[src/sv/adsr_square_voice_core_assert.svh]
// assertion macros for the adsr square voice core
// expects clk_i and rst_ni in the scope of each use
`ifndef ADSR_SQUARE_VOICE_CORE_ASSERT_SVH
`define ADSR_SQUARE_VOICE_CORE_ASSERT_SVH

// same-cycle implication, disabled in reset
`define ASV_ASSERT_IMP(lbl, ante, cons) \
  lbl: assert property (@(posedge clk_i) disable iff (!rst_ni) (ante) |-> (cons)) \
    else $error("adsr voice check failed");

// next-cycle implication, disabled in reset
`define ASV_ASSERT_NXT(lbl, ante, cons) \
  lbl: assert property (@(posedge clk_i) disable iff (!rst_ni) (ante) |=> (cons)) \
    else $error("adsr voice check failed");

`endif

[src/sv/asv_pkg.sv]
// shared types, constants and tables for the adsr square voice core
// no dependencies
`default_nettype none

package asv_pkg;

  // sample clock and time width
  localparam int unsigned SAMPLE_RATE_HZ = 48000;
  localparam int unsigned TIME_BITS      = 32;
  localparam int unsigned NUM_TONES      = 96;
  localparam int unsigned TONE_W         = 7;
  localparam int unsigned TICK_W         = 24;
  localparam int unsigned Q15_W          = 15;

  // divider sizing: numerator = x * y with x < den, y < 2^15
  localparam int unsigned NUM_W     = TICK_W + Q15_W;
  localparam int unsigned DIV_STEPS = Q15_W;
  localparam int unsigned DCNT_W    = $clog2(DIV_STEPS);

  // configuration register indexes
  localparam logic [2:0] REG_START_TIME    = 3'd0;
  localparam logic [2:0] REG_RELEASE_TIME  = 3'd1;
  localparam logic [2:0] REG_TONE          = 3'd2;
  localparam logic [2:0] REG_ATTACK_TICKS  = 3'd3;
  localparam logic [2:0] REG_DECAY_TICKS   = 3'd4;
  localparam logic [2:0] REG_RELEASE_TICKS = 3'd5;
  localparam logic [2:0] REG_LEVELS        = 3'd6;
  localparam logic [2:0] REG_STEREO_GAINS  = 3'd7;

  // register reset values
  localparam logic [TIME_BITS-1:0] RST_START_TIME    = '0;
  localparam logic [TIME_BITS-1:0] RST_RELEASE_TIME  = '1;
  localparam logic [TONE_W-1:0]    RST_TONE          = 7'd49;
  localparam logic [TICK_W-1:0]    RST_ATTACK_TICKS  = 24'd480;
  localparam logic [TICK_W-1:0]    RST_DECAY_TICKS   = 24'd4800;
  localparam logic [TICK_W-1:0]    RST_RELEASE_TICKS = 24'd4800;
  localparam logic [31:0]          RST_LEVELS        = 32'h7FFF_8000;
  localparam logic [31:0]          RST_STEREO_GAINS  = 32'h7FFF_7FFF;

  // beat payloads
  typedef struct packed {
    logic [TIME_BITS-1:0] sample_time;
    logic                 channel;
  } asv_in_t;

  typedef struct packed {
    logic signed [15:0] sample_out;
    logic               still_active;
  } asv_out_t;

  // divider handshake with the sequencer
  typedef struct packed {
    logic done;
    logic busy;
  } asv_div_stat_t;

  // 27.5 * 2^(k/12) Hz in Q16.16
  localparam logic [11:0][31:0] OCTAVE_Q16 = {
    32'd3402176, 32'd3211227, 32'd3030994, 32'd2860878,
    32'd2700309, 32'd2548752, 32'd2405702, 32'd2270680,
    32'd2143237, 32'd2022946, 32'd1909407, 32'd1802240
  };

  typedef logic [NUM_TONES-1:0][31:0] inc_lut_t;

  // phase increment per tone, rounded, worked out at elaboration
  function automatic inc_lut_t build_inc_lut();
    inc_lut_t    lut;
    logic [63:0] f;
    logic [63:0] inc;
    lut = '0;
    for (int oct = 0; oct < 8; oct++) begin
      for (int k = 0; k < 12; k++) begin
        f   = 64'(OCTAVE_Q16[k]) << oct;
        inc = ((f << 16) + 64'(SAMPLE_RATE_HZ / 2)) / SAMPLE_RATE_HZ;
        lut[oct * 12 + k] = inc[31:0];
      end
    end
    return lut;
  endfunction

  localparam inc_lut_t INC_LUT = build_inc_lut();

  // clamp a 16-bit field to q0.15
  function automatic logic [Q15_W-1:0] sat15(input logic [15:0] v);
    return v[15] ? {Q15_W{1'b1}} : v[Q15_W-1:0];
  endfunction

endpackage

`default_nettype wire

[src/sv/asv_divider.sv]
// restoring divider, one quotient bit per cycle, quotient below 2^15
// depends on asv_pkg
`default_nettype none

module asv_divider (
  input  wire logic                        clk_i,
  input  wire logic                        rst_ni,
  input  wire logic                        start_i,
  input  wire logic [asv_pkg::NUM_W-1:0]   num_i,
  input  wire logic [asv_pkg::TICK_W-1:0]  den_i,
  output asv_pkg::asv_div_stat_t           stat_o,
  output logic [asv_pkg::Q15_W-1:0]        quot_o
);
  import asv_pkg::*;

  localparam int unsigned DSH_W = TICK_W + DIV_STEPS - 1;
  localparam logic [DCNT_W-1:0] LAST_CNT = DCNT_W'(DIV_STEPS - 1);

  logic [NUM_W-1:0]  rem_q, rem_d;
  logic [DSH_W-1:0]  dsh_q, dsh_d;
  logic [Q15_W-1:0]  quot_q, quot_d;
  logic [DCNT_W-1:0] cnt_q, cnt_d;
  logic              busy_q, busy_d;
  logic              done_q, done_d;
  logic              fits;
  logic [NUM_W-1:0]  dsh_ext;

  // trial subtract of the shifted divisor
  assign dsh_ext = NUM_W'(dsh_q);
  assign fits    = rem_q >= dsh_ext;

  always_comb begin
    rem_d  = rem_q;
    dsh_d  = dsh_q;
    quot_d = quot_q;
    cnt_d  = cnt_q;
    busy_d = busy_q;
    done_d = 1'b0;
    if (start_i) begin
      rem_d  = num_i;
      dsh_d  = {den_i, {(DIV_STEPS - 1){1'b0}}};
      quot_d = '0;
      cnt_d  = LAST_CNT;
      busy_d = 1'b1;
    end else if (busy_q) begin
      if (fits) begin
        rem_d = rem_q - dsh_ext;
      end
      quot_d = {quot_q[Q15_W-2:0], fits};
      dsh_d  = dsh_q >> 1;
      cnt_d  = cnt_q - 1'b1;
      if (cnt_q == '0) begin
        busy_d = 1'b0;
        done_d = 1'b1;
      end
    end
  end

  // control state
  always_ff @(posedge clk_i or negedge rst_ni) begin
    if (!rst_ni) begin
      busy_q <= 1'b0;
      done_q <= 1'b0;
      cnt_q  <= '0;
    end else begin
      busy_q <= busy_d;
      done_q <= done_d;
      cnt_q  <= cnt_d;
    end
  end

  // datapath
  always_ff @(posedge clk_i) begin
    rem_q  <= rem_d;
    dsh_q  <= dsh_d;
    quot_q <= quot_d;
  end

  assign stat_o.done = done_q;
  assign stat_o.busy = busy_q;
  assign quot_o      = quot_q;

endmodule

`default_nettype wire

[src/sv/adsr_square_voice_core.sv]
// Attack, decay and release ramps pass through the bit-serial divider; the level
// needs no division before start, in sustain and after the end of release.
// A new input beat is taken only once the previous one is done; a finished
// result waits in the output register while the next beat is taken.
// Reset: configuration registers take their defaults, note active is set.
`default_nettype none

`include "adsr_square_voice_core_assert.svh"

module adsr_square_voice_core (
  input  wire logic              clk_i,
  input  wire logic              rst_ni,
  // configuration writes
  input  wire logic              cfg_we_i,
  input  wire logic [2:0]        cfg_idx_i,
  input  wire logic [31:0]       cfg_wdata_i,
  // input beats
  input  wire logic              in_valid_i,
  output logic                   in_ready_o,
  input  wire asv_pkg::asv_in_t  in_data_i,
  // result beats
  output logic                   out_valid_o,
  input  wire logic              out_ready_i,
  output asv_pkg::asv_out_t      out_data_o
);
  import asv_pkg::*;

  localparam logic [2:0] S_IDLE  = 3'd0;
  localparam logic [2:0] S_SETUP = 3'd1;
  localparam logic [2:0] S_MULA  = 3'd2;
  localparam logic [2:0] S_DIV   = 3'd3;
  localparam logic [2:0] S_LEVEL = 3'd4;
  localparam logic [2:0] S_MULP  = 3'd5;
  localparam logic [2:0] S_MULG  = 3'd6;
  localparam logic [2:0] S_DONE  = 3'd7;

  localparam logic [1:0] LVL_DIRECT = 2'd0;
  localparam logic [1:0] LVL_ADD    = 2'd1;
  localparam logic [1:0] LVL_SUB    = 2'd2;

  localparam logic [TONE_W-1:0] TONE_MIN = 7'd1;
  localparam logic [TONE_W-1:0] TONE_MAX = TONE_W'(NUM_TONES);
  localparam logic [30:0]       ROUND_HALF = 31'd16384;

  // configuration registers
  logic [TIME_BITS-1:0] start_time_q, release_time_q;
  logic [TONE_W-1:0]    tone_q;
  logic [TICK_W-1:0]    attack_ticks_q, decay_ticks_q, release_ticks_q;
  logic [31:0]          levels_q, stereo_gains_q;

  // sequencer and item state
  logic [2:0]           state_q, state_d;
  logic                 note_active_q;
  logic [TIME_BITS-1:0] now_q;
  logic                 chan_q;
  logic [TICK_W-1:0]    x_q, den_q;
  logic [Q15_W-1:0]     y_q, base_q, level_q, gain_q;
  logic [1:0]           lvl_mode_q;
  logic                 is_attack_q, started_q;
  logic [31:0]          inc_q;
  logic                 phase_pos_q;
  logic [29:0]          prod_q;
  logic                 out_valid_q;
  asv_out_t             out_q;

  // shared multiplier
  logic [31:0]          mul_a, mul_b;
  logic [63:0]          mul_res;

  // divider
  asv_div_stat_t        div_stat;
  logic [Q15_W-1:0]     quot;
  logic                 div_start;

  // setup decode
  logic [Q15_W-1:0]     peak, sus;
  logic                 started, in_attack, in_decay, never, before_rel, r_over;
  logic [TIME_BITS-1:0] t, r;
  logic [TICK_W:0]      ad_sum;
  logic [TICK_W-1:0]    d;
  logic [TONE_W-1:0]    tone_c, tone_idx;
  logic [Q15_W-1:0]     level_new;
  logic [30:0]          rounded;
  logic [15:0]          mag;
  logic                 out_load;

  assign in_ready_o = (state_q == S_IDLE);

  // configuration write port
  always_ff @(posedge clk_i or negedge rst_ni) begin
    if (!rst_ni) begin
      start_time_q    <= RST_START_TIME;
      release_time_q  <= RST_RELEASE_TIME;
      tone_q          <= RST_TONE;
      attack_ticks_q  <= RST_ATTACK_TICKS;
      decay_ticks_q   <= RST_DECAY_TICKS;
      release_ticks_q <= RST_RELEASE_TICKS;
      levels_q        <= RST_LEVELS;
      stereo_gains_q  <= RST_STEREO_GAINS;
    end else if (cfg_we_i) begin
      unique case (cfg_idx_i)
        REG_START_TIME:    start_time_q    <= cfg_wdata_i[TIME_BITS-1:0];
        REG_RELEASE_TIME:  release_time_q  <= cfg_wdata_i[TIME_BITS-1:0];
        REG_TONE:          tone_q          <= cfg_wdata_i[TONE_W-1:0];
        REG_ATTACK_TICKS:  attack_ticks_q  <= cfg_wdata_i[TICK_W-1:0];
        REG_DECAY_TICKS:   decay_ticks_q   <= cfg_wdata_i[TICK_W-1:0];
        REG_RELEASE_TICKS: release_ticks_q <= cfg_wdata_i[TICK_W-1:0];
        REG_LEVELS:        levels_q        <= cfg_wdata_i;
        REG_STEREO_GAINS:  stereo_gains_q  <= cfg_wdata_i;
        default: ;
      endcase
    end
  end

  // envelope phase decode
  assign peak       = sat15(levels_q[31:16]);
  assign sus        = sat15(levels_q[15:0]);
  assign started    = now_q >= start_time_q;
  assign t          = now_q - start_time_q;
  assign in_attack  = t < TIME_BITS'(attack_ticks_q);
  assign ad_sum     = {1'b0, attack_ticks_q} + {1'b0, decay_ticks_q};
  assign in_decay   = t < TIME_BITS'(ad_sum);
  assign d          = TICK_W'(t[TICK_W:0] - {1'b0, attack_ticks_q});
  assign never      = (release_time_q == '1);
  assign before_rel = now_q < release_time_q;
  assign r          = now_q - release_time_q;
  assign r_over     = r >= TIME_BITS'(release_ticks_q);

  // tone clamp and increment lookup
  always_comb begin
    if (tone_q < TONE_MIN) begin
      tone_c = TONE_MIN;
    end else if (tone_q > TONE_MAX) begin
      tone_c = TONE_MAX;
    end else begin
      tone_c = tone_q;
    end
    tone_idx = tone_c - TONE_MIN;
  end

  // shared multiplier operand select
  always_comb begin
    unique case (state_q)
      S_MULA: begin
        mul_a = 32'(x_q);
        mul_b = 32'(y_q);
      end
      S_MULP: begin
        mul_a = now_q;
        mul_b = inc_q;
      end
      S_MULG: begin
        mul_a = 32'(gain_q);
        mul_b = 32'(level_q);
      end
      default: begin
        mul_a = '0;
        mul_b = '0;
      end
    endcase
  end

  assign mul_res = 64'(mul_a) * 64'(mul_b);

  // level divider
  assign div_start = (state_q == S_MULA);

  asv_divider u_div (
    .clk_i   (clk_i),
    .rst_ni  (rst_ni),
    .start_i (div_start),
    .num_i   (mul_res[NUM_W-1:0]),
    .den_i   (den_q),
    .stat_o  (div_stat),
    .quot_o  (quot)
  );

  // level from base and quotient
  always_comb begin
    unique case (lvl_mode_q)
      LVL_ADD: level_new = base_q + quot;
      LVL_SUB: level_new = base_q - quot;
      default: level_new = base_q;
    endcase
  end

  // rounding and sign of the output
  assign rounded  = 31'(prod_q) + ROUND_HALF;
  assign mag      = rounded[30:15];
  assign out_load = (state_q == S_DONE) && (!out_valid_q || out_ready_i);

  // sequencer
  always_comb begin
    state_d = state_q;
    unique case (state_q)
      S_IDLE:  if (in_valid_i) state_d = S_SETUP;
      S_SETUP: begin
        if (!started || (!in_attack && !in_decay)) begin
          if (!started || never || before_rel || r_over) begin
            state_d = S_LEVEL;
          end else begin
            state_d = S_MULA;
          end
        end else begin
          state_d = S_MULA;
        end
      end
      S_MULA:  state_d = S_DIV;
      S_DIV:   if (div_stat.done) state_d = S_LEVEL;
      S_LEVEL: state_d = S_MULP;
      S_MULP:  state_d = S_MULG;
      S_MULG:  state_d = S_DONE;
      S_DONE:  if (out_load) state_d = S_IDLE;
      default: state_d = S_IDLE;
    endcase
  end

  // control state
  always_ff @(posedge clk_i or negedge rst_ni) begin
    if (!rst_ni) begin
      state_q       <= S_IDLE;
      note_active_q <= 1'b1;
      out_valid_q   <= 1'b0;
    end else begin
      state_q <= state_d;
      if (state_q == S_LEVEL && started_q && !is_attack_q && level_new == '0) begin
        note_active_q <= 1'b0;
      end
      if (out_load) begin
        out_valid_q <= 1'b1;
      end else if (out_ready_i) begin
        out_valid_q <= 1'b0;
      end
    end
  end

  // item datapath
  always_ff @(posedge clk_i) begin
    if (state_q == S_IDLE && in_valid_i) begin
      now_q  <= in_data_i.sample_time;
      chan_q <= in_data_i.channel;
    end
    if (state_q == S_SETUP) begin
      started_q   <= started;
      is_attack_q <= started && in_attack;
      inc_q       <= INC_LUT[tone_idx];
      gain_q      <= sat15(chan_q ? stereo_gains_q[31:16] : stereo_gains_q[15:0]);
      x_q         <= TICK_W'(t);
      y_q         <= peak;
      den_q       <= attack_ticks_q;
      base_q      <= '0;
      lvl_mode_q  <= LVL_DIRECT;
      priority if (!started) begin
        lvl_mode_q <= LVL_DIRECT;
      end else if (in_attack) begin
        lvl_mode_q <= LVL_ADD;
      end else if (in_decay) begin
        x_q    <= d;
        den_q  <= decay_ticks_q;
        base_q <= peak;
        if (peak >= sus) begin
          lvl_mode_q <= LVL_SUB;
          y_q        <= peak - sus;
        end else begin
          lvl_mode_q <= LVL_ADD;
          y_q        <= sus - peak;
        end
      end else if (never || before_rel) begin
        base_q <= sus;
      end else if (!r_over) begin
        lvl_mode_q <= LVL_SUB;
        x_q        <= TICK_W'(r);
        y_q        <= sus;
        den_q      <= release_ticks_q;
        base_q     <= sus;
      end
    end
    if (state_q == S_LEVEL) begin
      level_q <= level_new;
    end
    if (state_q == S_MULP) begin
      phase_pos_q <= (mul_res[31:0] != '0) && !mul_res[31];
    end
    if (state_q == S_MULG) begin
      prod_q <= mul_res[29:0];
    end
    if (out_load) begin
      out_q.sample_out   <= phase_pos_q ? $signed(mag) : -$signed(mag);
      out_q.still_active <= note_active_q;
    end
  end

  assign out_valid_o = out_valid_q;
  assign out_data_o  = out_q;

  // checks
  `ASV_ASSERT_IMP(a_div_done_in_div, div_stat.done, state_q == S_DIV)
  `ASV_ASSERT_NXT(a_active_sticky, !note_active_q, !note_active_q)
  `ASV_ASSERT_IMP(a_sample_bounded, out_valid_q, out_q.sample_out != 16'sh8000)
  `ASV_ASSERT_NXT(a_accept_to_setup, in_valid_i && in_ready_o, state_q == S_SETUP)

endmodule

`default_nettype wire

[config.mk]
export PLATFORM = sky130hd
export DESIGN_NAME = adsr_square_voice_core
export DESIGN_NICKNAME = d
export VERILOG_FILES = /design/src/sv/asv_pkg.sv /design/src/sv/asv_divider.sv /design/src/sv/adsr_square_voice_core.sv
export VERILOG_INCLUDE_DIRS = /design/src /design/src/sv
export SDC_FILE = /design/constraint.sdc
export NUM_CORES = 2
export LEC_CHECK = 0
export BUFFER_PORTS_ARGS = -buffer_cell sky130_fd_sc_hd__buf_2
export CAP_MARGIN = 5
export CORE_MARGIN = 2
export CORE_UTILIZATION = 25
export DETAILED_ROUTE_END_ITERATION = 8
export SYNTH_ARGS = -nofsm -noshare
export SYNTH_HDL_FRONTEND = slang
export SYNTH_HIERARCHICAL = 1
export SYNTH_SLANG_ARGS = --single-unit
[constraint.sdc]
create_clock -name clk_i -period 9.57 [get_ports clk_i]
set_input_delay 0 -clock clk_i [delete_from_list [all_inputs] [get_ports clk_i]]
set_output_delay 0 -clock clk_i [all_outputs]
set_load 0.02 [all_outputs]
# Word level (Yosys, flattened, before mapping)
# Memories as Yosys holds them, arrays and structs flattened. A register that Yosys moved wholly into a read port is not among the register bits.
# Cells that the tools add are included.
dict set report op_classes {
  bitwise 1
  reduce_logical 39
  n_shift 0
  n_addsub 13
  mux 54
  n_eq_ne 20
  order_cmp 9
  n_mul 1
  div_mod_pow 0
}
# operator n
set ops {}
lappend ops {{$mux 24} 10}
lappend ops {{$pmux 32 s3} 2}
lappend ops {{$mux 15} 11}
lappend ops {{$mux 39} 3}
lappend ops {{$mux 38} 2}
lappend ops {{$sub 32x32->32} 2}
lappend ops {{$sub 15x15->15} 3}
lappend ops {{$ge 39x38->1} 1}
lappend ops {{$mul 32x32->39} 1}
lappend ops {{$sub 39x38->39} 1}
lappend ops {{$eq 32x32->1 const B} 1}
lappend ops {{$ge 32x24->1} 1}
lappend ops {{$ge 32x32->1} 1}
lappend ops {{$lt 32x24->1} 1}
lappend ops {{$lt 32x25->1} 1}
lappend ops {{$lt 32x32->1} 1}
lappend ops {{$mux 16} 2}
lappend ops {{$reduce_bool 32->1} 1}
lappend ops {{$add 30x15->31 const B} 1}
lappend ops {{$pmux 15 s2} 1}
lappend ops {{$add 24x24->25} 1}
lappend ops {{$eq 3x3->1 const B} 8}
lappend ops {{$pmux 3 s8} 1}
lappend ops {{$sub 24x24->24} 1}
lappend ops {{other kinds (29)} 79}
dict set report totals {
  latchBits 0
  mem_bits_ro 4096
  regBits 503
  elab_cells 172
  n_memories 1
  input_bits 73
  mem_bits_rw 0
}
# name words width read_ports rd_clocked_by_memory_dff write_ports line
set memory_table {}
lappend memory_table {{(name not given)} 128 32 1 1 0 adsr_square_voice_core.sv:246} ;# inc_q <= INC_LUT[tone_idx];

# Logic depth before layout (Yosys ltp)
dict set report logic_depth {
  word_depth 8
  ltp_mapped 38
  depth_no_buf 32
}

# Cells and area by module
# The synthesis kept the hierarchy.
# module seq_area_each_um2 instances area_each_um2 cells_per_inst
set by_module_without_submodules {}
lappend by_module_without_submodules {adsr_square_voice_core 11698.7 1 50567.2 5541}
lappend by_module_without_submodules {asv_divider 2622.5 1 6202.2 674}

# Least setup slack after synthesis
# No wires, ideal clock.
dict set report synth_path {
  path_kind {flip-flop to flip-flop}
  startpoint {reg state_q[0]}
  endpoint {reg phase_pos_q, data pin}
  setup_ns 0.264
  period_less_slack_ns 9.046
  arrival_ns 8.782
  setup_slack_ns 0.524
  required_time_ns 9.306
  path_buffers 6
  stages_incl_launch_ff 32
  path_cell_list {dfrtp_1 > buf_2 > nor2b_1 > nor2b_1 > clkbuf_1 > buf_2 > clkbuf_1 > clkbuf_1 > a22oi_1 > clkbuf_1 > nor2_1 > fa_1 > fa_1 > fa_1 > inv_1 > fa_1 > inv_1 > fa_1 > inv_1 > fa_1 > inv_1 > fa_1 > fa_1 > ha_1 > a21o_1 > a21oi_1 > o21ai_0 > a211o_1 > a2111oi_2 > nand4b_1 > or4b_1 > o41a_1}
}
dict set report synth_between {
  elab_chain_cells 5
}
# item line
set synth_lines {}
lappend synth_lines {{start: declaration} adsr_square_voice_core.sv:52} ;# logic [2:0] state_q, state_d;
lappend synth_lines {{start signal: assignment} adsr_square_voice_core.sv:225} ;# state_q <= state_d;
lappend synth_lines {{$eq 3x3->1 / $eq 3x2->1 (equally long branches)} adsr_square_voice_core.sv:143} ;# unique case (state_q)
lappend synth_lines {{$pmux 32 s3} adsr_square_voice_core.sv:143}
lappend synth_lines {{$mul 32x32->39 (*)} adsr_square_voice_core.sv:163} ;# assign mul_res = 64'(mul_a) * 64'(mul_b);
lappend synth_lines {{$reduce_bool 32->1 / $logic_not 1->1 (equally long branches)} adsr_square_voice_core.sv:282} ;# phase_pos_q <= (mul_res[31:0] != '0) && !mul_res[31];
lappend synth_lines {{$logic_and 1x1->1 (*)} adsr_square_voice_core.sv:282}
lappend synth_lines {{end signal: assignment} adsr_square_voice_core.sv:282}
lappend synth_lines {{end: declaration} adsr_square_voice_core.sv:61} ;# logic phase_pos_q;
# Every way passes the cells marked *; elsewhere a longest branch is shown, timed or not.
# A chain may end at the register's enable or synchronous reset.

# Final worst setup path
dict set report layout_path {
  startpoint {reg state_q[1]}
  endpoint {reg u_div.rem_q[37], data pin}
}
dict set report layout_between {
  elab_chain_cells 4
}
# item line
set layout_lines {}
lappend layout_lines {{$eq 3x3->1 / $eq 3x2->1 (equally long branches)} adsr_square_voice_core.sv:143}
lappend layout_lines {{$pmux 32 s3} adsr_square_voice_core.sv:143}
lappend layout_lines {{$mul 32x32->39 (*)} adsr_square_voice_core.sv:163}
lappend layout_lines {{net mul_res[37]} adsr_square_voice_core.sv:68} ;# logic [63:0] mul_res;
lappend layout_lines {{$mux 39 (*)} asv_divider.sv:39} ;# if (start_i) begin
lappend layout_lines {{net u_div.rem_d[37]} asv_divider.sv:19} ;# logic [NUM_W-1:0] rem_q, rem_d;
lappend layout_lines {{end signal: assignment} asv_divider.sv:74} ;# rem_q <= rem_d;
lappend layout_lines {{end: declaration} asv_divider.sv:19}
# Mark *: on every way through the listed nets, which the timed path passes. The rest lies on a longest branch.

==> impl_metrics.py <==
metrics = {
    "outcome": {
        "status": "complete, no violations",
    },
    "detailed_routing": {
        "drtIter0Drc": 4634,
        "met1_length_um": 86300,
        "wl_met3_um": 13300,
        "drtAntennaViolNets": 0,
        "vias": 46900,
        "wl_per_cell_um": 21.7,
        "drtPass1Iterations": 6,
        "drt_wl_total_um": 204000,
        "met2WireLength_um": 90800,
        "highest_layer": "met5",
        "viasPerCell": 4.98,
        "drc_errors": 0,
    },
    "setup_path": {
        "cp_slowest_cell": "a22oi_1",
        "criticalPathCategory": "flip-flop to flip-flop",
        "critPathArrivalTime_ns": 9.59,
        "cp_data_required_time_ns": 9.99,
        "slowest_delay_ns": 0.55,
        "crit_path_end_kind": "flip-flop",
        "start_kind": "flip-flop",
        "path_max_fanout": 24,
        "cp_common_cell": "fa_1",
    },
    "clocking": {
        "clkTransAtPathRegs_ns": 0.06,
        "cts_sinks": 519,
        "numCtsBuffers": 66,
        "cts_tree": "done",
        "cts_buffer_depth": 3,
        "h-tree-depth": 3,
        "clock_latency_ns": 0.71,
        "cts_root_buf": "clkbuf_16",
    },
    "timing": {
        "hold_viol": 0,
        "finalMaxSlewViolations": 0,
        "slew_headroom_pct": 25.6,
        "fin_crit_sh_pct": 95.7,
        "fmax_mhz": 109,
        "setup_tns_ns": 0,
        "rsz0062_at_grt": "no",
        "finalSetupViolCount": 0,
        "fin_crit_ns": 9.16,
        "worst_pin_slew_ns": 1.11,
        "finalHoldWorstSlack_ns": 0.0412,
        "fin_skew_ns": 0.0509,
        "timing.final.ws_setup_ns": 0.408,
    },
    "placement": {
        "io_buffers": 91,
        "hpwlAfterDp_um": 167000,
        "dp_slack_ns": 0.175,
        "gp_congestion": 0.974,
        "dpl_cell_area_sq_um": 61400,
    },
    "grt": {
        "track_usage_pct": 17.4,
        "grt_pass1_wl_um": 305000,
        "antenna_found_initial": 12,
        "grt_max_degree": 85,
        "grt-ovfl-total": 0,
        "grt_pass1_vias": 47300,
    },
    "min_path": {
        "hold_class": "input pin to flip-flop",
    },
    "power_and_ir_drop": {
        "peakVddDrop_uv": 265,
        "cellPowerDensity_nw_per_um2": 396,
        "p_leak_uw": 0.0277,
        "total_power_uw": 25600,
    },
    "floorplanning": {
        "die_area_sq_um": 231000,
        "start_util_pct": 25.2,
        "num_rows": 174,
        "die_w_um": 480,
        "core_sq_um": 225000,
        "io_pins": 92,
        "die_height_um": 480,
    },
    "synth": {
        "syn_nets": 7294,
        "synth_area_per_cell_sq_um": 9.13,
        "syn_inst": 6214,
        "netlist_area_sq_um": 56800,
        "yosys_warnings": 6,
    },
    "cells_and_area": {
        "stdcell_area_sq_um": 64600,
        "areaGrowthSynthToFinish_pct": 13.8,
        "drive_gt1_share_pct": 11.4,
        "fin_nets": 7423,
    },
    "job": {
        "cap_violations": 0,
    },
}
layout by cell type (no fill, tap or decap), types with 30 or more instances in the layout:
| cell type | count |
|---|---|
| a211oi_1 | 61 |
| a21o_1 | 103 |
| a21oi_1 | 305 |
| a22o_1 | 79 |
| a22oi_1 | 30 |
| a31oi_1 | 35 |
| and2_1 | 36 |
| and3_1 | 39 |
| buf_2 | 90 |
| buf_4 | 182 |
| clkbuf_16 | 66 |
| dfrtp_1 | 122 |
| dfstp_2 | 94 |
| dlygate4sd3_1 | 92 |
| edfxtp_1 | 272 |
| fa_1 | 594 |
| ha_1 | 412 |
| inv_1 | 816 |
| mux2_2 | 154 |
| mux2i_1 | 62 |
| nand2_1 | 685 |
| nand2b_1 | 39 |
| nand3_1 | 82 |
| nand4_1 | 33 |
| nor2_1 | 678 |
| nor3_1 | 64 |
| o211ai_1 | 34 |
| o21a_1 | 48 |
| o21ai_0 | 266 |
| xnor2_1 | 183 |
| xor2_1 | 78 |
final timing paths:
path / from / endpoint / slack (ns) / cells past startpoint
setup / recovery: state_q[1]$_DFFE_PN0P_ / u_div/rem_q[37]$_DFFE_PP_ / 0.41 / 29
hold / removal: in_data_i[1] / now_q[0]$_DFFE_PP_ / 0.04 / 2
setup reg to reg: state_q[1]$_DFFE_PN0P_ / u_div/rem_q[37]$_DFFE_PP_ / 0.41 / 29
hold reg to reg: note_active_q$_DFFE_PN1P_ / note_active_q$_DFFE_PN1P_ / 0.48 / 1
max in group asynchronous: rst_ni / state_q[2]$_DFFE_PN0P_ / 8.01 / 4
min in group asynchronous: rst_ni / release_ticks_q[7]$_DFFE_PN1P_ / 0.50 / 3
worst max-delay path, delay by kind of cell, from the launching register on:
kind,cells,cell delay (ns)
fa+ha+maj,9,4.28
xor+xnor,1,0.17
compound gates,6,1.78
simple gates,8,1.41
flops,1,0.44
buf+inv,5,0.81
sequential cells by signal, summed over array words and instances (netlist names), 16 cells and up:
signal and count:
release_time_q 32, prod_q 16, release_ticks_q 24, u_div/dsh_q 38, u_div/rem_q 39, attack_ticks_q 24
decay_ticks_q 24, out_data_o 17, den_q 24, now_q 32, x_q 24, inc_q 30
levels_q 32, stereo_gains_q 32, start_time_q 32
final cells by class:
cell class / count / area [sq um]
clock buffer: 84 / 1770
timing repair buffer: 375 / 2960
fill: 23600 / 161000
multi-input combinational: 4561 / 38300
sequential: 519 / 14300
clock inverter: 38 / 425
inverter: 820 / 3080
antenna: 16 / 40.0
tap: 2992 / 3740
report_power, final:
group	leakage [uW]	internal, uW	switching [uW]
clock	0.00107	1430	1110
combinational	0.0213	7000	11900
sequential	0.00529	3590	513
per-stage QoR:
stage	util, %	instances
2_1_floorplan	-	6214
6_report	28.7	9405
3_3_place_gp	27.2	9172
3_5_place_dp	27.2	9172
4_1_cts	28.6	9387
5_1_grt	28.7	9404
what timing repair did:
| action | 4_1_cts | 5_1_grt |
|---|---|---|
| endpoints found under the hold margin | 327 | 0 |
| setup endpoints to repair | 0 | 5 |
| buffers inserted | 0 | 2 |
| gates resized for setup | 0 | 8 |
| hold buffers | 93 | 0 |
routing by layer:
layer,GRT usage [%],vias to the layer above
met4,10.3,10
met2,27.4,1895
li1,-,21200
met3,2.63,466
met5,0,-
met1,22.7,23300
No activity file was read; power rests on OpenSTA's default activity.
